===== config.mk =====
export PLATFORM = sky130hd
export DESIGN_NAME = lisp_token_scanner
export DESIGN_NICKNAME = d
export VERILOG_FILES = /design/src/rtl/lts_pkg.sv /design/src/rtl/lts_front.sv /design/src/rtl/lts_queue.sv /design/src/rtl/lts_back.sv /design/src/rtl/lisp_token_scanner.sv
export SDC_FILE = /design/constraint.sdc
export NUM_CORES = 1
export LEC_CHECK = 0
export BUFFER_PORTS_ARGS = -buffer_cell sky130_fd_sc_hd__buf_2
export CORE_ASPECT_RATIO = 0.6
export CORE_MARGIN = 1
export CORE_UTILIZATION = 45
export DETAILED_ROUTE_END_ITERATION = 6
export PLACE_DENSITY = 0.67
export RECOVER_POWER = 100
export SLEW_MARGIN = 30
export SYNTH_ARGS = -nofsm -noshare
export SYNTH_HDL_FRONTEND = slang
export SYNTH_SLANG_ARGS = --single-unit

===== constraint.sdc =====
create_clock -name i_clk -period 9.5 [get_ports i_clk]
set_clock_uncertainty 0.1 [all_clocks]
set_input_delay 1.9 -clock i_clk [delete_from_list [all_inputs] [get_ports i_clk]]
set_output_delay 1.9 -clock i_clk [all_outputs]
set_load 0.01 [all_outputs]

===== src/rtl/lts_pkg.sv =====
// Shared types, character constants and helper functions of the Lisp token scanner.
// No dependencies; used by every module under rtl/.
package lts_pkg;

    localparam logic [7:0] CH_LPAREN     = 8'h28;
    localparam logic [7:0] CH_RPAREN     = 8'h29;
    localparam logic [7:0] CH_LBRACK     = 8'h5B;
    localparam logic [7:0] CH_RBRACK     = 8'h5D;
    localparam logic [7:0] CH_LBRACE     = 8'h7B;
    localparam logic [7:0] CH_RBRACE     = 8'h7D;
    localparam logic [7:0] CH_SEMI       = 8'h3B;
    localparam logic [7:0] CH_HASH       = 8'h23;
    localparam logic [7:0] CH_BAR        = 8'h7C;
    localparam logic [7:0] CH_COLON      = 8'h3A;
    localparam logic [7:0] CH_UNDERSCORE = 8'h5F;
    localparam logic [7:0] CH_DOT        = 8'h2E;
    localparam logic [7:0] CH_QUOTE      = 8'h22;
    localparam logic [7:0] CH_SPACE      = 8'h20;
    localparam logic [7:0] CH_TAB        = 8'h09;
    localparam logic [7:0] CH_NEWLINE    = 8'h0A;
    localparam logic [7:0] CH_ZERO       = 8'h30;
    localparam logic [7:0] CH_NINE       = 8'h39;

    localparam logic [2:0] CLS_SYMBOL    = 3'd0;
    localparam logic [2:0] CLS_KEYWORD   = 3'd1;
    localparam logic [2:0] CLS_STRING    = 3'd2;
    localparam logic [2:0] CLS_DECIMAL   = 3'd3;
    localparam logic [2:0] CLS_FLOAT     = 3'd4;
    localparam logic [2:0] CLS_SEPARATOR = 3'd5;

    typedef enum logic [2:0] {
        MODE_IDLE          = 3'd0,
        MODE_TOKEN         = 3'd1,
        MODE_STRING        = 3'd2,
        MODE_CLOSED        = 3'd3,
        MODE_LINE_COMMENT  = 3'd4,
        MODE_BLOCK_COMMENT = 3'd5
    } t_mode;

    typedef struct packed {
        logic [15:0] line;
        logic [2:0]  cls;
        logic        tok_last;
        logic        tok_first;
        logic [7:0]  ch;
    } t_rec;

    typedef struct packed {
        logic [1:0] cnt;
        t_rec       rec1;
        t_rec       rec0;
    } t_step;

    function automatic logic is_space(input logic [7:0] c);
        return (c == CH_SPACE) || (c == CH_TAB) || (c == CH_NEWLINE);
    endfunction

    function automatic logic is_bracket(input logic [7:0] c);
        return (c == CH_LPAREN) || (c == CH_RPAREN) || (c == CH_LBRACK) ||
               (c == CH_RBRACK) || (c == CH_LBRACE) || (c == CH_RBRACE);
    endfunction

    function automatic logic is_num_char(input logic [7:0] c);
        return ((c >= CH_ZERO) && (c <= CH_NINE)) || (c == CH_UNDERSCORE);
    endfunction

    function automatic logic [2:0] token_class(input logic       quote_start,
                                               input logic [7:0] ch,
                                               input logic       numeric,
                                               input logic       period,
                                               input logic       is_first,
                                               input logic       colon_start);
        logic [2:0] cls;
        if (quote_start && (ch == CH_QUOTE)) begin
            cls = CLS_STRING;
        end else if (numeric) begin
            cls = period ? CLS_FLOAT : CLS_DECIMAL;
        end else if (is_first && is_bracket(ch)) begin
            cls = CLS_SEPARATOR;
        end else if (colon_start) begin
            cls = CLS_KEYWORD;
        end else begin
            cls = CLS_SYMBOL;
        end
        return cls;
    endfunction

endpackage


===== src/rtl/lts_front.sv =====
// Front end of the Lisp token scanner: scan state, character classification and
// per-byte result records. Depends on lts_pkg.
module lts_front (
    input  logic          i_clk,
    input  logic          i_rst_n,
    input  logic          i_valid,
    input  logic [7:0]    i_char,
    input  logic          i_line_end,
    input  logic [15:0]   i_line,
    input  logic          i_q_ready,
    output logic          o_push,
    output lts_pkg::t_step o_step
);

    lts_pkg::t_mode r_mode, n_mode, w_mode_a, m_mode;
    logic [7:0]  r_hc, n_hc, m_hc;
    logic        r_hv, n_hv, m_hv;
    logic        r_first, n_first, m_first;
    logic        r_sq, n_sq, m_sq;
    logic        r_sc, n_sc, m_sc;
    logic        r_num, n_num, m_num;
    logic        r_per, n_per, m_per;
    logic        r_bar, n_bar, w_bar_a;
    logic [15:0] r_line, n_line, m_line;

    logic        w_start, w_append, w_end, w_drop, w_sp, w_acc;
    logic        w_e0, w_e1;
    lts_pkg::t_rec w_rec_a, w_rec_b;

    assign w_acc = i_valid && i_q_ready;
    assign w_sp  = lts_pkg::is_space(i_char);

    always_comb begin
        w_start  = 1'b0;
        w_append = 1'b0;
        w_end    = 1'b0;
        w_drop   = 1'b0;
        w_mode_a = r_mode;
        w_bar_a  = r_bar;
        case (r_mode)
            lts_pkg::MODE_BLOCK_COMMENT: begin
                if (r_bar && (i_char == lts_pkg::CH_HASH)) begin
                    w_mode_a = lts_pkg::MODE_IDLE;
                    w_bar_a  = 1'b0;
                end else begin
                    w_bar_a = (i_char == lts_pkg::CH_BAR);
                end
            end
            lts_pkg::MODE_LINE_COMMENT: begin
            end
            lts_pkg::MODE_CLOSED: begin
                w_end    = 1'b1;
                w_mode_a = lts_pkg::MODE_IDLE;
                w_start  = !w_sp;
            end
            lts_pkg::MODE_STRING: begin
                w_append = 1'b1;
            end
            lts_pkg::MODE_TOKEN: begin
                if (w_sp) begin
                    w_end    = 1'b1;
                    w_mode_a = lts_pkg::MODE_IDLE;
                end else if (lts_pkg::is_bracket(i_char)) begin
                    w_end   = 1'b1;
                    w_start = 1'b1;
                end else if (r_hv && r_first && (r_hc == lts_pkg::CH_HASH) &&
                             (i_char == lts_pkg::CH_BAR)) begin
                    w_drop   = 1'b1;
                    w_mode_a = lts_pkg::MODE_BLOCK_COMMENT;
                    w_bar_a  = 1'b0;
                end else begin
                    w_append = 1'b1;
                end
            end
            default: begin
                w_mode_a = lts_pkg::MODE_IDLE;
                w_start  = !w_sp;
            end
        endcase
    end

    always_comb begin
        m_mode  = w_mode_a;
        m_hc    = r_hc;
        m_hv    = r_hv && !(w_drop || w_end);
        m_first = r_first;
        m_sq    = r_sq;
        m_sc    = r_sc;
        m_num   = r_num;
        m_per   = r_per;
        m_line  = r_line;
        if (w_append) begin
            m_hc    = i_char;
            m_first = 1'b0;
            m_hv    = 1'b1;
            if ((i_char == lts_pkg::CH_DOT) && !r_per) begin
                m_per = 1'b1;
            end else if (!lts_pkg::is_num_char(i_char)) begin
                m_num = 1'b0;
            end
            if ((w_mode_a == lts_pkg::MODE_STRING) && (i_char == lts_pkg::CH_QUOTE)) begin
                m_mode = lts_pkg::MODE_CLOSED;
            end
        end else if (w_start) begin
            if (i_char == lts_pkg::CH_SEMI) begin
                m_mode = lts_pkg::MODE_LINE_COMMENT;
            end else begin
                m_sq    = (i_char == lts_pkg::CH_QUOTE);
                m_sc    = (i_char == lts_pkg::CH_COLON);
                m_num   = lts_pkg::is_num_char(i_char) || (i_char == lts_pkg::CH_DOT);
                m_per   = (i_char == lts_pkg::CH_DOT);
                m_hc    = i_char;
                m_first = 1'b1;
                m_hv    = 1'b1;
                m_line  = i_line;
                if (lts_pkg::is_bracket(i_char)) begin
                    m_mode = lts_pkg::MODE_CLOSED;
                end else if (i_char == lts_pkg::CH_QUOTE) begin
                    m_mode = lts_pkg::MODE_STRING;
                end else begin
                    m_mode = lts_pkg::MODE_TOKEN;
                end
            end
        end

        n_mode  = m_mode;
        n_bar   = w_bar_a;
        n_hc    = m_hc;
        n_hv    = m_hv;
        n_first = m_first;
        n_sq    = m_sq;
        n_sc    = m_sc;
        n_num   = m_num;
        n_per   = m_per;
        n_line  = m_line;
        if (i_line_end) begin
            n_hv = 1'b0;
            if (m_mode == lts_pkg::MODE_BLOCK_COMMENT) begin
                n_bar = 1'b0;
            end else begin
                n_mode = lts_pkg::MODE_IDLE;
            end
        end
    end

    always_comb begin
        w_e0 = r_hv && !w_drop && (w_end || w_append);
        w_e1 = i_line_end && m_hv;

        w_rec_a.ch        = r_hc;
        w_rec_a.tok_first = r_first;
        w_rec_a.tok_last  = w_end;
        w_rec_a.cls       = w_end ? lts_pkg::token_class(r_sq, r_hc, r_num, r_per,
                                                         r_first, r_sc)
                                  : lts_pkg::CLS_SYMBOL;
        w_rec_a.line      = r_line;

        w_rec_b.ch        = m_hc;
        w_rec_b.tok_first = m_first;
        w_rec_b.tok_last  = 1'b1;
        w_rec_b.cls       = lts_pkg::token_class(m_sq, m_hc, m_num, m_per, m_first, m_sc);
        w_rec_b.line      = m_line;

        o_step.cnt  = {1'b0, w_e0} + {1'b0, w_e1};
        o_step.rec0 = w_e0 ? w_rec_a : w_rec_b;
        o_step.rec1 = w_rec_b;
        o_push      = w_acc && (w_e0 || w_e1);
    end

    always_ff @(posedge i_clk) begin
        if (!i_rst_n) begin
            r_mode  <= lts_pkg::MODE_IDLE;
            r_hc    <= 8'd0;
            r_hv    <= 1'b0;
            r_first <= 1'b0;
            r_sq    <= 1'b0;
            r_sc    <= 1'b0;
            r_num   <= 1'b1;
            r_per   <= 1'b0;
            r_bar   <= 1'b0;
            r_line  <= 16'd0;
        end else if (w_acc) begin
            r_mode  <= n_mode;
            r_hc    <= n_hc;
            r_hv    <= n_hv;
            r_first <= n_first;
            r_sq    <= n_sq;
            r_sc    <= n_sc;
            r_num   <= n_num;
            r_per   <= n_per;
            r_bar   <= n_bar;
            r_line  <= n_line;
        end
    end

endmodule


===== src/rtl/lts_queue.sv =====
// Short register queue of per-byte result records between scanner front and back.
// Depends on lts_pkg.
module lts_queue #(
    parameter int DEPTH = 2
) (
    input  logic           i_clk,
    input  logic           i_rst_n,
    input  logic           i_push,
    input  lts_pkg::t_step i_data,
    output logic           o_ready,
    input  logic           i_pop,
    output logic           o_valid,
    output lts_pkg::t_step o_data
);

    localparam int PW = (DEPTH > 1) ? $clog2(DEPTH) : 1;
    localparam int CW = $clog2(DEPTH + 1);
    localparam logic [PW-1:0] LAST_PTR = PW'(DEPTH - 1);

    lts_pkg::t_step r_mem [DEPTH];
    logic [PW-1:0]  r_wr, r_rd;
    logic [CW-1:0]  r_cnt;
    logic           w_wr, w_rd;

    assign o_ready = (r_cnt != CW'(DEPTH));
    assign o_valid = (r_cnt != '0);
    assign o_data  = r_mem[r_rd];
    assign w_wr    = i_push && o_ready;
    assign w_rd    = i_pop && o_valid;

    always_ff @(posedge i_clk) begin
        if (!i_rst_n) begin
            r_wr  <= '0;
            r_rd  <= '0;
            r_cnt <= '0;
        end else begin
            if (w_wr) begin
                r_wr <= (r_wr == LAST_PTR) ? '0 : r_wr + 1'b1;
            end
            if (w_rd) begin
                r_rd <= (r_rd == LAST_PTR) ? '0 : r_rd + 1'b1;
            end
            if (w_wr && !w_rd) begin
                r_cnt <= r_cnt + 1'b1;
            end else if (w_rd && !w_wr) begin
                r_cnt <= r_cnt - 1'b1;
            end
        end
    end

    always_ff @(posedge i_clk) begin
        if (w_wr) begin
            r_mem[r_wr] <= i_data;
        end
    end

endmodule


===== src/rtl/lts_back.sv =====
// Back end of the Lisp token scanner: output register that sends the one or two
// records of each byte as stream transactions. Depends on lts_pkg.
module lts_back (
    input  logic           i_clk,
    input  logic           i_rst_n,
    input  logic           i_q_valid,
    input  lts_pkg::t_step i_q_data,
    output logic           o_pop,
    output logic           o_valid,
    input  logic           i_ready,
    output lts_pkg::t_rec  o_rec,
    output logic           o_run_last
);

    logic           r_valid;
    logic           r_idx;
    lts_pkg::t_step r_step;
    logic           w_load;

    assign o_valid    = r_valid;
    assign o_rec      = r_idx ? r_step.rec1 : r_step.rec0;
    assign o_run_last = r_idx || (r_step.cnt != 2'd2);
    assign w_load     = !r_valid || (i_ready && o_run_last);
    assign o_pop      = w_load && i_q_valid;

    always_ff @(posedge i_clk) begin
        if (!i_rst_n) begin
            r_valid <= 1'b0;
            r_idx   <= 1'b0;
        end else if (w_load) begin
            r_valid <= i_q_valid;
            r_idx   <= 1'b0;
        end else if (i_ready) begin
            r_idx <= 1'b1;
        end
    end

    always_ff @(posedge i_clk) begin
        if (w_load) begin
            r_step <= i_q_data;
        end
    end

endmodule


===== src/rtl/lisp_token_scanner.sv =====
// Lisp s-expression token scanner, top level: front end, record queue, back end.
// Depends on lts_pkg, lts_front, lts_queue and lts_back.
//
// Takes one source byte per clock and returns the bytes of each token one byte
// behind, with first/last marks and, on the last byte, the token class
// (symbol, keyword, string, decimal, float, separator). Comments and whitespace
// produce nothing. A byte that ends a line may produce two output transactions
// (the held byte and the byte itself); every other byte produces at most one,
// so the input runs at one byte per cycle while the output side keeps up, and
// slows only where the output port must send two transactions for one byte.
// The record queue of QUEUE_DEPTH entries lets the two sides stall apart.
module lisp_token_scanner #(
    parameter int QUEUE_DEPTH = 2
) (
    input  logic        i_clk,
    input  logic        i_rst_n,
    input  logic        s_axis_tvalid,
    output logic        s_axis_tready,
    input  logic [23:0] s_axis_tdata,   // [7:0] character, [23:8] src_line
    input  logic        s_axis_tlast,   // line_end
    output logic        m_axis_tvalid,
    input  logic        m_axis_tready,
    output logic [23:0] m_axis_tdata,   // [7:0] token_char, [23:8] token_line
    output logic [4:0]  m_axis_tuser,   // [0] token_first, [1] token_last, [4:2] token_class
    output logic        m_axis_tlast    // run_last
);

    logic           w_push, w_q_ready, w_q_valid, w_pop;
    lts_pkg::t_step w_step_in, w_step_out;
    lts_pkg::t_rec  w_rec;

    lts_front u_front (
        .i_clk      (i_clk),
        .i_rst_n    (i_rst_n),
        .i_valid    (s_axis_tvalid),
        .i_char     (s_axis_tdata[7:0]),
        .i_line_end (s_axis_tlast),
        .i_line     (s_axis_tdata[23:8]),
        .i_q_ready  (w_q_ready),
        .o_push     (w_push),
        .o_step     (w_step_in)
    );

    lts_queue #(
        .DEPTH (QUEUE_DEPTH)
    ) u_queue (
        .i_clk   (i_clk),
        .i_rst_n (i_rst_n),
        .i_push  (w_push),
        .i_data  (w_step_in),
        .o_ready (w_q_ready),
        .i_pop   (w_pop),
        .o_valid (w_q_valid),
        .o_data  (w_step_out)
    );

    lts_back u_back (
        .i_clk      (i_clk),
        .i_rst_n    (i_rst_n),
        .i_q_valid  (w_q_valid),
        .i_q_data   (w_step_out),
        .o_pop      (w_pop),
        .o_valid    (m_axis_tvalid),
        .i_ready    (m_axis_tready),
        .o_rec      (w_rec),
        .o_run_last (m_axis_tlast)
    );

    assign s_axis_tready = w_q_ready;
    assign m_axis_tdata  = {w_rec.line, w_rec.ch};
    assign m_axis_tuser  = {w_rec.cls, w_rec.tok_last, w_rec.tok_first};

endmodule

==> summary.md <==
| Metric | Value |
|---|---|
| Register Area | 6120 sq um |
| Dpl ws | 3600 ps |
| Ys async rst share | 0% |
| HPWL after DPL | 12.3 mm |
| Clk_lat worst skew | 480 ps |
| IO Pins | 61 |
| Hold path depth | 1 |
| Ys flop type | edfxtp_1 |
| TritonCTS clock tree | built |
| Critical Path Fanout Max | 47 |
| Reg clk slew, reported paths | 60 ps |
| Input/output buffers | 60 |
| Top-count cell post-synth | edfxtp_1 |
| Critical Path, Cell by Cell | clkbuf_1, or4b_1, a2111oi_0, or2_0, o21ai_0, a21oi_1, nand2b_1, ha_1, nor3_1, buf_4 |
| Clk buf depth | 3 |
| Max-cap violations | 6 |
| RSZ-0062 raised after global routing | no |
| Die height | 114 um |
| Failing checks | max-capacitance violations, max-slew violations |
| Total power | 2850 uW |
| Sequential element share of the synthesized area | 65.1% |
| Antenna diodes | 0 |
| Global Route Usage Sum | 18.4% |
| Yosys reg bits | 217 |
| Fillers | 1718 |
| Die area | 21500 sq um |
| Post-synth EDFFs | 177 |
| Util after Layout | 51.9% |
| Post-Syn Area | 9390 sq um |
| CTS root buf | clkbuf_16 |
| GPL Wtd Cong | 0.875 |
| Final min period | 6990 ps |
| First-pass DRT Iterations | 5 |
| Final Hold Vio Count | 0 |
| Slew Limit Fails | 230 |
| Rows | 40 |
| Syn_nets | 725 |
| Synth top area share | 56.6% |
| DRC violations left | 0 |
| Worst EP arrival | 7010 ps |
| Vias in the first global route | 5513 |
| H-tree Lvls | 1 |
| Ys Warns | 0 |
| IR drop worst, VDD | 0.138 mV |
| WL per Instance | 18.9 um |
| Pwr Density | 272 nW/um^2 |
| Mean Syn Cell Area | 13.6 sq um |
| Overall routed net length | 19.4 mm |
| PostCTS Resize Cnt | 0 |
| Syn Inst Count | 693 |
| Nets | 775 |
| WP buf/inv | 2 |
| Via count of the routed design | 5650 |
| Drt initial violations | 426 |
| Status | finished with violations |
| Hold Buf Count CTS | 0 |
| Commonest cells in the synthesized netlist | edfxtp_1, mux2_2, nand2_1, nor2_1, dfxtp_1 |
| Critical path endpoint category | register |
| Peak Freq | 0.143 GHz |
| Leak pwr | 0.00402 uW |
| Worst rel slew slack | -141% |
| Layout cells sized above 1 | 20.2% |
| Post-synth top area cell | edfxtp_1 |
| WP data required | 9520 ps |
| CTS buffer count | 20 |
| CORE AREA | 20200 sq um |
| Area of the multi-input gates | 3020 sq um |
| Reg2Reg Depth | 9 |
| Startpoint Class | input port |
| Critical Path Max Stage Delay | 1490 ps |
| Clock sink count | 217 |
| Top cells by area, synth | edfxtp_1, mux2_2, dfxtp_1, o211a_1, nand2_1 |
| Final WS setup | 2510 ps |
| Layout area overhead | 11.8% |
| Initial antenna violation count | 0 |
| CP top delay family | simple AND/OR/NAND/NOR gates |
| Worst Tran Pin Value | 3610 ps |
| Routed Antenna Nets | 0 |
| Initial Util | 46.4% |
| Final worst path period share | 73.6% |
| Min-delay worst type | register to register |
| Setup TNS | 0 ps |
| Synth cell types | 65 |
| Die Wd | 189 um |
| Finish-stage setup viols | 0 |
| Crit Path Category | input port to register |
| Stages on worst setup path | 10 |
| First-pass GRT wire length | 30.4 mm |
| Vias/cell | 5.49 |
| Slowest CP cell | nor3_1 |
| Overflow after GRT | 0 |
| Post-CTS setup buffer count | 0 |
| Largest net degree at the start of global routing | 62 |
## metal layers
layer,part of all wire [%],track usage [%],vias to the layer above
li1,-,-,2679
met1,50,28.0,2773
met5,0,0,-
met3,6.6,3.48,21
met4,1.4,2.96,0
met2,42,27.7,177
## where the power goes
group	internal [uW]	switching (uW)
sequential	1310	74.5
clock	438	325
combinational	301	405
## stage by stage
step	hold slack (ps)	std cells	area, sq um
after floorplan	344	693	9390
after global placement	401	994	9940
final	423	1029	10500
after global routing	444	1029	10500
after detailed placement	411	994	9960
after CTS	425	1029	10600
## placed cells by master (no fill, tap or decap), types with 3 or more instances in the layout
cell type,n
nand2b_1,10
or4b_1,3
nor2b_1,8
clkbuf_1,34
mux2i_1,21
o211a_1,22
and3_1,3
clkinv_1,3
o22ai_1,5
a21oi_1,33
a31oi_1,3
clkbuf_16,21
mux2_1,11
o21a_1,5
dfxtp_1,40
nand2_1,58
buf_2,34
nor2_1,46
and2_0,3
inv_1,28
ha_1,3
nand3_1,7
a21boi_0,7
nor3_1,4
o211ai_1,4
buf_4,3
nor3b_1,5
or2_2,3
o21ai_0,17
edfxtp_1,177
xnor2_1,3
mux2_2,77
a211oi_1,4
or3_1,4
clkinv_2,4
## cell families (layout without fill, tap and decap cells)
family                   count (synthesis)  count (layout)  synth area share, %
buffers and inverters                   66             129                 2.72
multiplexers                           109             109                 12.8
XOR/XNOR                                 5               5                0.466
AO/OA/AOI/OAI                          117             117                 9.07
adder cells (fa/ha/maj)                  3               3                0.400
flip-flops                             217             217                 65.1
AND/OR/NAND/NOR                        176             176                 9.43
## flip-flops by register name, indices dropped and copies added, names as in the netlist
name / count
u_front.r_hv: 1
u_queue.r_mem: 118
u_front.r_bar: 1
u_queue.r_wr: 1
u_front.r_hc: 8
u_queue.r_rd: 1
u_front.r_mode: 3
u_queue.r_cnt: 2
u_front.r_sq: 1
u_front.r_line: 16
u_back.r_step: 59
u_back.r_idx: 1
u_front.r_sc: 1
u_front.r_per: 1
u_back.o_valid: 1
u_front.r_num: 1
u_front.r_first: 1
## final timing paths
path / startpoint / end / slack (ps)
max reg2reg: u_front.r_mode[0] / u_queue.r_mem[0][45] / 3770
min reg2reg: u_front.r_line[8] / u_front.r_line[8] / 420
min: u_front.r_line[8] / u_front.r_line[8] / 420
max: s_axis_tdata[2] / u_queue.r_mem[0][45] / 2510
## layout make-up
class / instances / area share [%]
well taps: 273 / 3.25
multi-input cells: 410 / 28.7
clock inverters: 8 / 0.584
clock buffers: 27 / 5.32
repair buffers: 66 / 2.87
flip-flops and latches: 217 / 58.3
inverters: 28 / 1.00
No activity file was read; power rests on OpenSTA's default activity.
